$ cat src/rtl/hd1d_pkg.sv
`timescale 1ns / 1ps

package hd1d_pkg;

	// grid word width, Q3.28
	localparam int VW = 32;

	localparam logic [1:0] SCH_EXPL = 2'd0;
	localparam logic [1:0] SCH_IMPL = 2'd1;
	localparam logic [1:0] SCH_CN   = 2'd2;

	localparam logic [1:0] CMD_WRITE = 2'd0;
	localparam logic [1:0] CMD_RUN   = 2'd1;
	localparam logic [1:0] CMD_READ  = 2'd2;

	localparam logic [1:0] REG_SCHEME = 2'd0;
	localparam logic [1:0] REG_ALPHA  = 2'd1;
	localparam logic [1:0] REG_GPTS   = 2'd2;

	localparam logic KIND_READ = 1'b0;
	localparam logic KIND_DONE = 1'b1;

	typedef enum logic [4:0] {
		OP_NOP, OP_CLR_FAULT, OP_LOAD_CUR, OP_LOAD_NXT, OP_MUL_DIFF, OP_POST_STEN,
		OP_TH_INIT, OP_LOAD_R, OP_DIV_START, OP_DIV_STEP, OP_MUL_AQ, OP_POST_C,
		OP_MUL_RC, OP_POST_R, OP_MUL_AC, OP_POST_M, OP_MUL_RQ, OP_POST_X,
		OP_LOAD_BK, OP_MUL_AX, OP_POST_T, OP_OUT_READ, OP_OUT_STEP
	} dp_op_t;

	typedef enum logic [1:0] {GW_ZERO, GW_VALUE, GW_POST} gw_sel_t;

	typedef struct packed {
		dp_op_t  op;
		logic    grid_we;
		logic    grid_re;
		logic    rhs_we;
		logic    rhs_re;
		logic    piv_we;
		logic    piv_re;
		gw_sel_t gw_sel;
		logic    rw_post;
		logic    flag;
	} dp_cmd_t;

	typedef struct packed {
		logic div_last;
		logic out_full;
	} dp_stat_t;

endpackage

$ cat src/rtl/hd1d_ctrl.sv
`timescale 1ns / 1ps

module hd1d_ctrl #(
	parameter int MAX_POINTS = 1024
) (
	input  logic                            clk,
	input  logic                            arst_n,
	input  logic                            in_valid,
	output logic                            in_ready,
	input  logic [1:0]                      in_cmd,
	input  logic [10:0]                     in_idx,
	input  logic [$clog2(MAX_POINTS+1)-1:0] n,
	input  logic [1:0]                      scheme,
	input  hd1d_pkg::dp_stat_t              stat,
	output hd1d_pkg::dp_cmd_t               cmd,
	output logic [$clog2(MAX_POINTS)-1:0]   rd_addr,
	output logic [$clog2(MAX_POINTS)-1:0]   wr_addr
);

	localparam int AW = $clog2(MAX_POINTS);
	localparam int CW = $clog2(MAX_POINTS+1);

	typedef enum logic [4:0] {
		S_CLEAR, S_IDLE, S_RD_OUT, S_STEP,
		S_ST_RD0, S_ST_LD0, S_ST_RDN, S_ST_LDN, S_ST_MUL, S_ST_POST,
		S_TH_INIT, S_TH_LD0, S_TH_DIV0, S_TH_DIV, S_TH_PIV, S_TH_C,
		S_TH_MRC, S_TH_R, S_TH_MAC, S_TH_M,
		S_BK_MUL0, S_BK_X, S_BK_RD, S_BK_LD, S_BK_MAX, S_BK_T, S_BK_MRQ,
		S_DONE
	} state_t;

	state_t state_q;
	logic [CW-1:0] i_q;
	logic ok_q, bad_q;
	logic idx_ok, accept, last;
	logic [CW-1:0] i_nx;

	assign idx_ok   = (in_idx != 11'd0) && (32'(in_idx) <= 32'(n));
	assign in_ready = (state_q == S_IDLE);
	assign accept   = in_valid && in_ready;
	assign i_nx     = i_q + CW'(1);
	assign last     = (i_nx == n);

	always_comb begin
		cmd     = '{op: hd1d_pkg::OP_NOP, gw_sel: hd1d_pkg::GW_POST, default: 1'b0};
		rd_addr = i_q[AW-1:0];
		wr_addr = i_q[AW-1:0];
		unique case (state_q)
			S_CLEAR: begin
				cmd.grid_we = 1'b1;
				cmd.gw_sel  = hd1d_pkg::GW_ZERO;
			end
			S_IDLE: begin
				rd_addr = AW'(in_idx - 11'd1);
				wr_addr = AW'(in_idx - 11'd1);
				cmd.gw_sel  = hd1d_pkg::GW_VALUE;
				cmd.grid_we = accept && (in_cmd == hd1d_pkg::CMD_WRITE) && idx_ok;
				cmd.grid_re = accept && (in_cmd == hd1d_pkg::CMD_READ) && idx_ok;
			end
			S_RD_OUT: begin
				cmd.flag = ok_q;
				if (!stat.out_full) cmd.op = hd1d_pkg::OP_OUT_READ;
			end
			S_STEP:   cmd.op = hd1d_pkg::OP_CLR_FAULT;
			S_ST_RD0: cmd.grid_re = 1'b1;
			S_ST_LD0: cmd.op = hd1d_pkg::OP_LOAD_CUR;
			S_ST_RDN: begin
				rd_addr     = i_nx[AW-1:0];
				cmd.grid_re = !last;
			end
			S_ST_LDN: begin
				cmd.op   = hd1d_pkg::OP_LOAD_NXT;
				cmd.flag = last;
			end
			S_ST_MUL: cmd.op = hd1d_pkg::OP_MUL_DIFF;
			S_ST_POST: begin
				cmd.op      = hd1d_pkg::OP_POST_STEN;
				cmd.grid_we = (scheme == hd1d_pkg::SCH_EXPL);
				cmd.rhs_we  = (scheme != hd1d_pkg::SCH_EXPL);
				cmd.rw_post = 1'b1;
			end
			S_TH_INIT: begin
				cmd.op      = hd1d_pkg::OP_TH_INIT;
				rd_addr     = '0;
				cmd.grid_re = (scheme == hd1d_pkg::SCH_IMPL);
				cmd.rhs_re  = (scheme != hd1d_pkg::SCH_IMPL);
			end
			S_TH_LD0: cmd.op = hd1d_pkg::OP_LOAD_R;
			S_TH_DIV0: begin
				cmd.op     = hd1d_pkg::OP_DIV_START;
				cmd.rhs_we = 1'b1;
			end
			S_TH_DIV: cmd.op = hd1d_pkg::OP_DIV_STEP;
			S_TH_PIV: begin
				cmd.piv_we = 1'b1;
				rd_addr    = i_nx[AW-1:0];
				if (!last) begin
					cmd.op      = hd1d_pkg::OP_MUL_AQ;
					cmd.grid_re = (scheme == hd1d_pkg::SCH_IMPL);
					cmd.rhs_re  = (scheme != hd1d_pkg::SCH_IMPL);
				end
			end
			S_TH_C:    cmd.op = hd1d_pkg::OP_POST_C;
			S_TH_MRC:  cmd.op = hd1d_pkg::OP_MUL_RC;
			S_TH_R:    cmd.op = hd1d_pkg::OP_POST_R;
			S_TH_MAC:  cmd.op = hd1d_pkg::OP_MUL_AC;
			S_TH_M:    cmd.op = hd1d_pkg::OP_POST_M;
			S_BK_MUL0: cmd.op = hd1d_pkg::OP_MUL_RQ;
			S_BK_X: begin
				cmd.op      = hd1d_pkg::OP_POST_X;
				cmd.grid_we = 1'b1;
			end
			S_BK_RD: begin
				cmd.rhs_re = 1'b1;
				cmd.piv_re = 1'b1;
			end
			S_BK_LD:  cmd.op = hd1d_pkg::OP_LOAD_BK;
			S_BK_MAX: cmd.op = hd1d_pkg::OP_MUL_AX;
			S_BK_T:   cmd.op = hd1d_pkg::OP_POST_T;
			S_BK_MRQ: cmd.op = hd1d_pkg::OP_MUL_RQ;
			S_DONE: begin
				cmd.flag = bad_q;
				if (!stat.out_full) cmd.op = hd1d_pkg::OP_OUT_STEP;
			end
			default: begin
			end
		endcase
	end

	always_ff @(posedge clk or negedge arst_n) begin
		if (!arst_n) begin
			state_q <= S_CLEAR;
			i_q     <= '0;
			ok_q    <= 1'b0;
			bad_q   <= 1'b0;
		end else begin
			unique case (state_q)
				S_CLEAR: begin
					i_q <= i_nx;
					if (i_q == CW'(MAX_POINTS - 1)) begin
						state_q <= S_IDLE;
					end
				end
				S_IDLE: begin
					if (accept) begin
						ok_q <= idx_ok;
						if (in_cmd == hd1d_pkg::CMD_READ) state_q <= S_RD_OUT;
						else if (in_cmd == hd1d_pkg::CMD_RUN) state_q <= S_STEP;
					end
				end
				S_RD_OUT: if (!stat.out_full) state_q <= S_IDLE;
				S_STEP: begin
					i_q   <= '0;
					bad_q <= (scheme == 2'd3);
					if (scheme == 2'd3 || n == '0) state_q <= S_DONE;
					else if (scheme == hd1d_pkg::SCH_IMPL) state_q <= S_TH_INIT;
					else state_q <= S_ST_RD0;
				end
				S_ST_RD0: state_q <= S_ST_LD0;
				S_ST_LD0: state_q <= S_ST_RDN;
				S_ST_RDN: state_q <= S_ST_LDN;
				S_ST_LDN: state_q <= S_ST_MUL;
				S_ST_MUL: state_q <= S_ST_POST;
				S_ST_POST: begin
					if (last) begin
						i_q     <= '0;
						state_q <= (scheme == hd1d_pkg::SCH_EXPL) ? S_DONE : S_TH_INIT;
					end else begin
						i_q     <= i_nx;
						state_q <= S_ST_RDN;
					end
				end
				S_TH_INIT: state_q <= S_TH_LD0;
				S_TH_LD0:  state_q <= S_TH_DIV0;
				S_TH_DIV0: state_q <= S_TH_DIV;
				S_TH_DIV:  if (stat.div_last) state_q <= S_TH_PIV;
				S_TH_PIV:  state_q <= last ? S_BK_MUL0 : S_TH_C;
				S_TH_C:    state_q <= S_TH_MRC;
				S_TH_MRC:  state_q <= S_TH_R;
				S_TH_R:    state_q <= S_TH_MAC;
				S_TH_MAC:  state_q <= S_TH_M;
				S_TH_M: begin
					i_q     <= i_nx;
					state_q <= S_TH_DIV0;
				end
				S_BK_MUL0: state_q <= S_BK_X;
				S_BK_X: begin
					if (i_q == '0) begin
						state_q <= S_DONE;
					end else begin
						i_q     <= i_q - CW'(1);
						state_q <= S_BK_RD;
					end
				end
				S_BK_RD:  state_q <= S_BK_LD;
				S_BK_LD:  state_q <= S_BK_MAX;
				S_BK_MAX: state_q <= S_BK_T;
				S_BK_T:   state_q <= S_BK_MRQ;
				S_BK_MRQ: state_q <= S_BK_X;
				S_DONE:   if (!stat.out_full) state_q <= S_IDLE;
				default:  state_q <= S_IDLE;
			endcase
		end
	end

endmodule

$ cat config.mk
export PLATFORM = sky130hd
export DESIGN_NAME = hd1d_ctrl
export DESIGN_NICKNAME = d
export VERILOG_FILES = /design/src/rtl/hd1d_pkg.sv /design/src/rtl/hd1d_ctrl.sv
export SDC_FILE = /design/constraint.sdc
export NUM_CORES = 1
export LEC_CHECK = 0
export ABC_AREA = 1
export ABC_CLOCK_PERIOD_IN_PS = 2800
export BUFFER_PORTS_ARGS = -buffer_cell sky130_fd_sc_hd__buf_2
export CORE_MARGIN = 1
export CORE_UTILIZATION = 35
export DETAILED_ROUTE_END_ITERATION = 6
export HOLD_SLACK_MARGIN = 0.06
export PLACE_DENSITY = 0.56
export REMOVE_ABC_BUFFERS = 1
export SLEW_MARGIN = 25
export SYNTH_ARGS = -nofsm -noshare
export SYNTH_HDL_FRONTEND = slang
export SYNTH_SLANG_ARGS = --single-unit
$ cat constraint.sdc
create_clock -name clk -period 2.8 [get_ports clk]
set_clock_uncertainty 0.05 [all_clocks]
set_input_delay 0.28 -clock clk [delete_from_list [all_inputs] [get_ports clk]]
set_output_delay 0.28 -clock clk [all_outputs]
set_load 0.02 [all_outputs]
==> run summary <==
Layout cells sized above 1 - 19.16%
Crit-path max cell delay - 470 ps
Worst hold endpoint - bad_q
Crit-path most repeated cell - nand2_1
First-pass GRT wire length - 20100 um
Distinct cells, synth - 35
XOR/XNOR Fraction of Synth Area - 0.8370%
Warnings from Yosys - 0
Pre-antenna DRT Iters - 5
# H-tree levels - 1
Compound-Gate Fraction of Synth Area - 16.78%
Diodes inserted - 0
WL/cell - 16.65 um
Post-synthesis mux area share - 0%
Adder-Cell Fraction of Synth Area - 6.377%
Clock transition at path regs - 80 ps
FF+latch count, synth - 18
DRC viols - 0
Synthesized cell area - 3139 um^2
Leading area contributor after synthesis - nand2_1
Bufs and invs on worst path - 2
Die Y - 96.71 um
Power Dens Cells - 1071 nW/um^2
Routing usage on met1 - 34.14%
Crit Path Max Fanout - 7
Vias per cell - 5.390
Most frequent cells after synthesis - nand2_1 (173), inv_1 (92), nor2_1 (74), nand3_1 (54), o21ai_0 (40)
Crit path kind - reg -> out
Overall Power - 4.090 mW
Sinks on Clock Net - 18
Largest net degree at the start of global routing - 19
Register area share after synthesis - 14.35%
Final Max Tran Viols - 0
Routed Antenna Nets - 0
Final setup margin - 89.64 ps
CTS buffer count - 3
Sw Share - 62.58%
Initial Utilization - 36.00%
Hold Path Class - in -> reg
Logic pwr share - 79.5%
Worst setup EP type - output port
Switch Pwr - 2.559 mW
FF-to-FF setup slack - 350 ps
Top-count cell post-synth - nand2_1
Most Used Layer, Global Route - met2
R2R Path End - state_q[0]
Area grow syn2layout - 21.60%
RSZ-0062 raised after global routing - true
Fin nets - 711
Clk Tree Root Cell - clkbuf_8
CP arrival - 2380 ps
Hold path cells - 3
Required time worst endpoint - 2470 ps
Async SR Flop Fraction - 100.0%
Fin crit period - 2710 ps
Clock network fraction of total power - 5.5%
Run status - finished, final reports clean
CP max-delay cell - dfrtp_2
Relative slew margins - 67.01%
CP top delay family - simple AND/OR/NAND/NOR gates
Crit-path cells - ha_4 > nand2_4 > nor2_4 > nand2_1 > nand2_1 > nand2_1 > nand2_1 > nor2_1 > nand3_2 > nor2_4 > inv_2 > a21oi_1 > nand2_1 > buf_2
Dpl hpwl - 10590 um
TritonCTS clock tree - built
Synth Flop Type - dfrtp_1
Max-cap viol count - 0
Final wirelength - 12840 um
Synth Area per Inst - 5.330 um^2
Crit path launch type - flop
Crit Reg-Reg Startpoint - state_q[1]
Hold_ws - 279.3 ps
HP Start - scheme[1]
Met2 Use GR - 44.85%
Leak - 2.131 nW
Overflow after GRT - 0
Slew @ Worst Pin - 494.8 ps
Count of flip-flops with a built-in enable after synthesis - 0
Pint - 1.530 mW
Met3 usage - 3.974%
Placed Area - 3630 um^2
Final hold violation count - 0
Die area - 9352 um^2
Syn Inst Count - 589
Synth top area share - 20.69%
Post-Place Worst Slack - 202.5 ps
Buffers on Ports - 66
Final period utilization - 96.80%
Vias in the first global route - 3955
DRT iter0 DRCs - 246
Num rows - 34
Area contributors post-synth - nand2_1 (21%), dfrtp_1 (14%), inv_1 (11%), nor2_1 (8.8%), nand3_1 (8.6%)
Routability cong. - 0.9613
Io pins - 67
Worst Setup SP - i_q[0]
Main combinational cell family by area after synthesis - simple AND/OR/NAND/NOR gates
Via count - 4156
Post-Synth Simple-Gate Area - 47.39%
VDD IR max - 0.0004503 V
Die Width - 96.71 um
Setup-failing EPs final - 0
Total track usage - 26.87%
Max clock buf depth - 2
Worst r2r path cells - 12
Post-route cell area - 3817 um^2
Sequential fraction of design power - 15.0%
Clock latency on the worst-skew pair - 260 ps
Core Box Area - 8721 um^2
Initial antenna violation count - 0
Fmax achieved - 369.0 MHz
-- what timing repair did --
| item | CTS | global route |
|---|---|---|
| buffers inserted | 0 | 4 |
| setup endpoints to repair | 5 | 9 |
| hold buffers | 1 | 0 |
| hold endpoints to repair | 18 | 0 |
| pin swaps | 1 | 4 |
| resized for setup | 3 | 24 |
-- layout make-up --
type | count | area (um^2)
well taps | 108 | 135.1
flip-flops and latches | 18 | 457.9
clock buffers | 4 | 55.05
fillers | 981 | 4903
inverters | 102 | 382.9
repair buffers | 83 | 462.9
multi-input cells | 456 | 2323
-- logic make-up after synthesis --
family / after synthesis
buffers and inverters: 115
XOR/XNOR: 3
flip-flops: 18
AND/OR/NAND/NOR: 347
adder cells (fa/ha/maj): 16
AO/OA/AOI/OAI: 90
-- through the flow --
stage / utilization, % / std cells / setup TNS, ps
2_1_floorplan: - / 576 / -12.50
3_3_place_gp: 41.62 / 762 / 0
3_5_place_dp: 41.62 / 762 / 0
4_1_cts: 42.42 / 767 / 0
5_1_grt: 43.77 / 771 / -59.70
6_report: 43.77 / 771 / 0
-- flip-flops by register name (all words and copies together), names as in the netlist --
name,flops
state_q,5
bad_q,1
ok_q,1
i_q,11
-- power groups by stage --
stage	registers, mW	clock network (mW)	logic (mW)
after global routing	0.630	0.237	3.57
after detailed placement	0.595	0	3.12
final	0.612	0.226	3.25
after floorplan	0.533	0	2.10
after CTS	0.595	0.230	3.14
after global placement	0.594	0	3.14
-- worst max-delay path by stage --
stage | slack, ps | endpoint | cells after the start
floorplan | -10 | cmd[9] | 7
global placement | 310 | cmd[6] | 14
finish | 90 | cmd[8] | 14
CTS | 2 | cmd[11] | 13
global route | -50 | cmd[8] | 14
detailed placement | 200 | cmd[11] | 13
-- cells in the final DEF, fill, tap and decap left out, types with 3 or more instances in the layout --
| master | synthesis | routed |
|---|---|---|
| o32ai_1 | 3 | 3 |
| a21oi_1 | 21 | 21 |
| nand4_1 | 8 | 8 |
| dfrtp_1 | 18 | 12 |
| ha_1 | 16 | 14 |
| o21ai_0 | 40 | 40 |
| nor3_1 | 21 | 21 |
| inv_1 | 92 | 91 |
| o221ai_1 | 9 | 8 |
| nor4_1 | 5 | 5 |
| nor2_2 | 5 | 9 |
| dfrtp_2 | 0 | 6 |
| a31oi_1 | 4 | 4 |
| nor2_4 | 2 | 5 |
| clkbuf_8 | 0 | 4 |
| buf_2 | 7 | 65 |
| nand2_1 | 173 | 171 |
| nor2_1 | 74 | 67 |
| nand3_1 | 54 | 53 |
| buf_4 | 2 | 17 |
| o21bai_1 | 3 | 3 |
| inv_2 | 10 | 11 |
-- worst reg2reg max path, cell delays in order (launching register included) --
cell      delay, ps
dfrtp_1         600
nand2_1         240
nor2_1          190
inv_1            50
nor2_1          290
inv_1           130
o21ai_0         370
inv_1            80
nand3b_1         90
nor2_1           60
nand3b_1        130
nand2_1          70
inv_1            50
-- layer usage --
metal	wire length [um]	part of all wire (%)	up-vias
met5	0	0	-
met4	541	4.2	0
met3	917	7.1	37
met2	5926	46	206
met1	5450	42	1860
li1	-	-	2053
No activity file was read; power rests on OpenSTA's default activity.
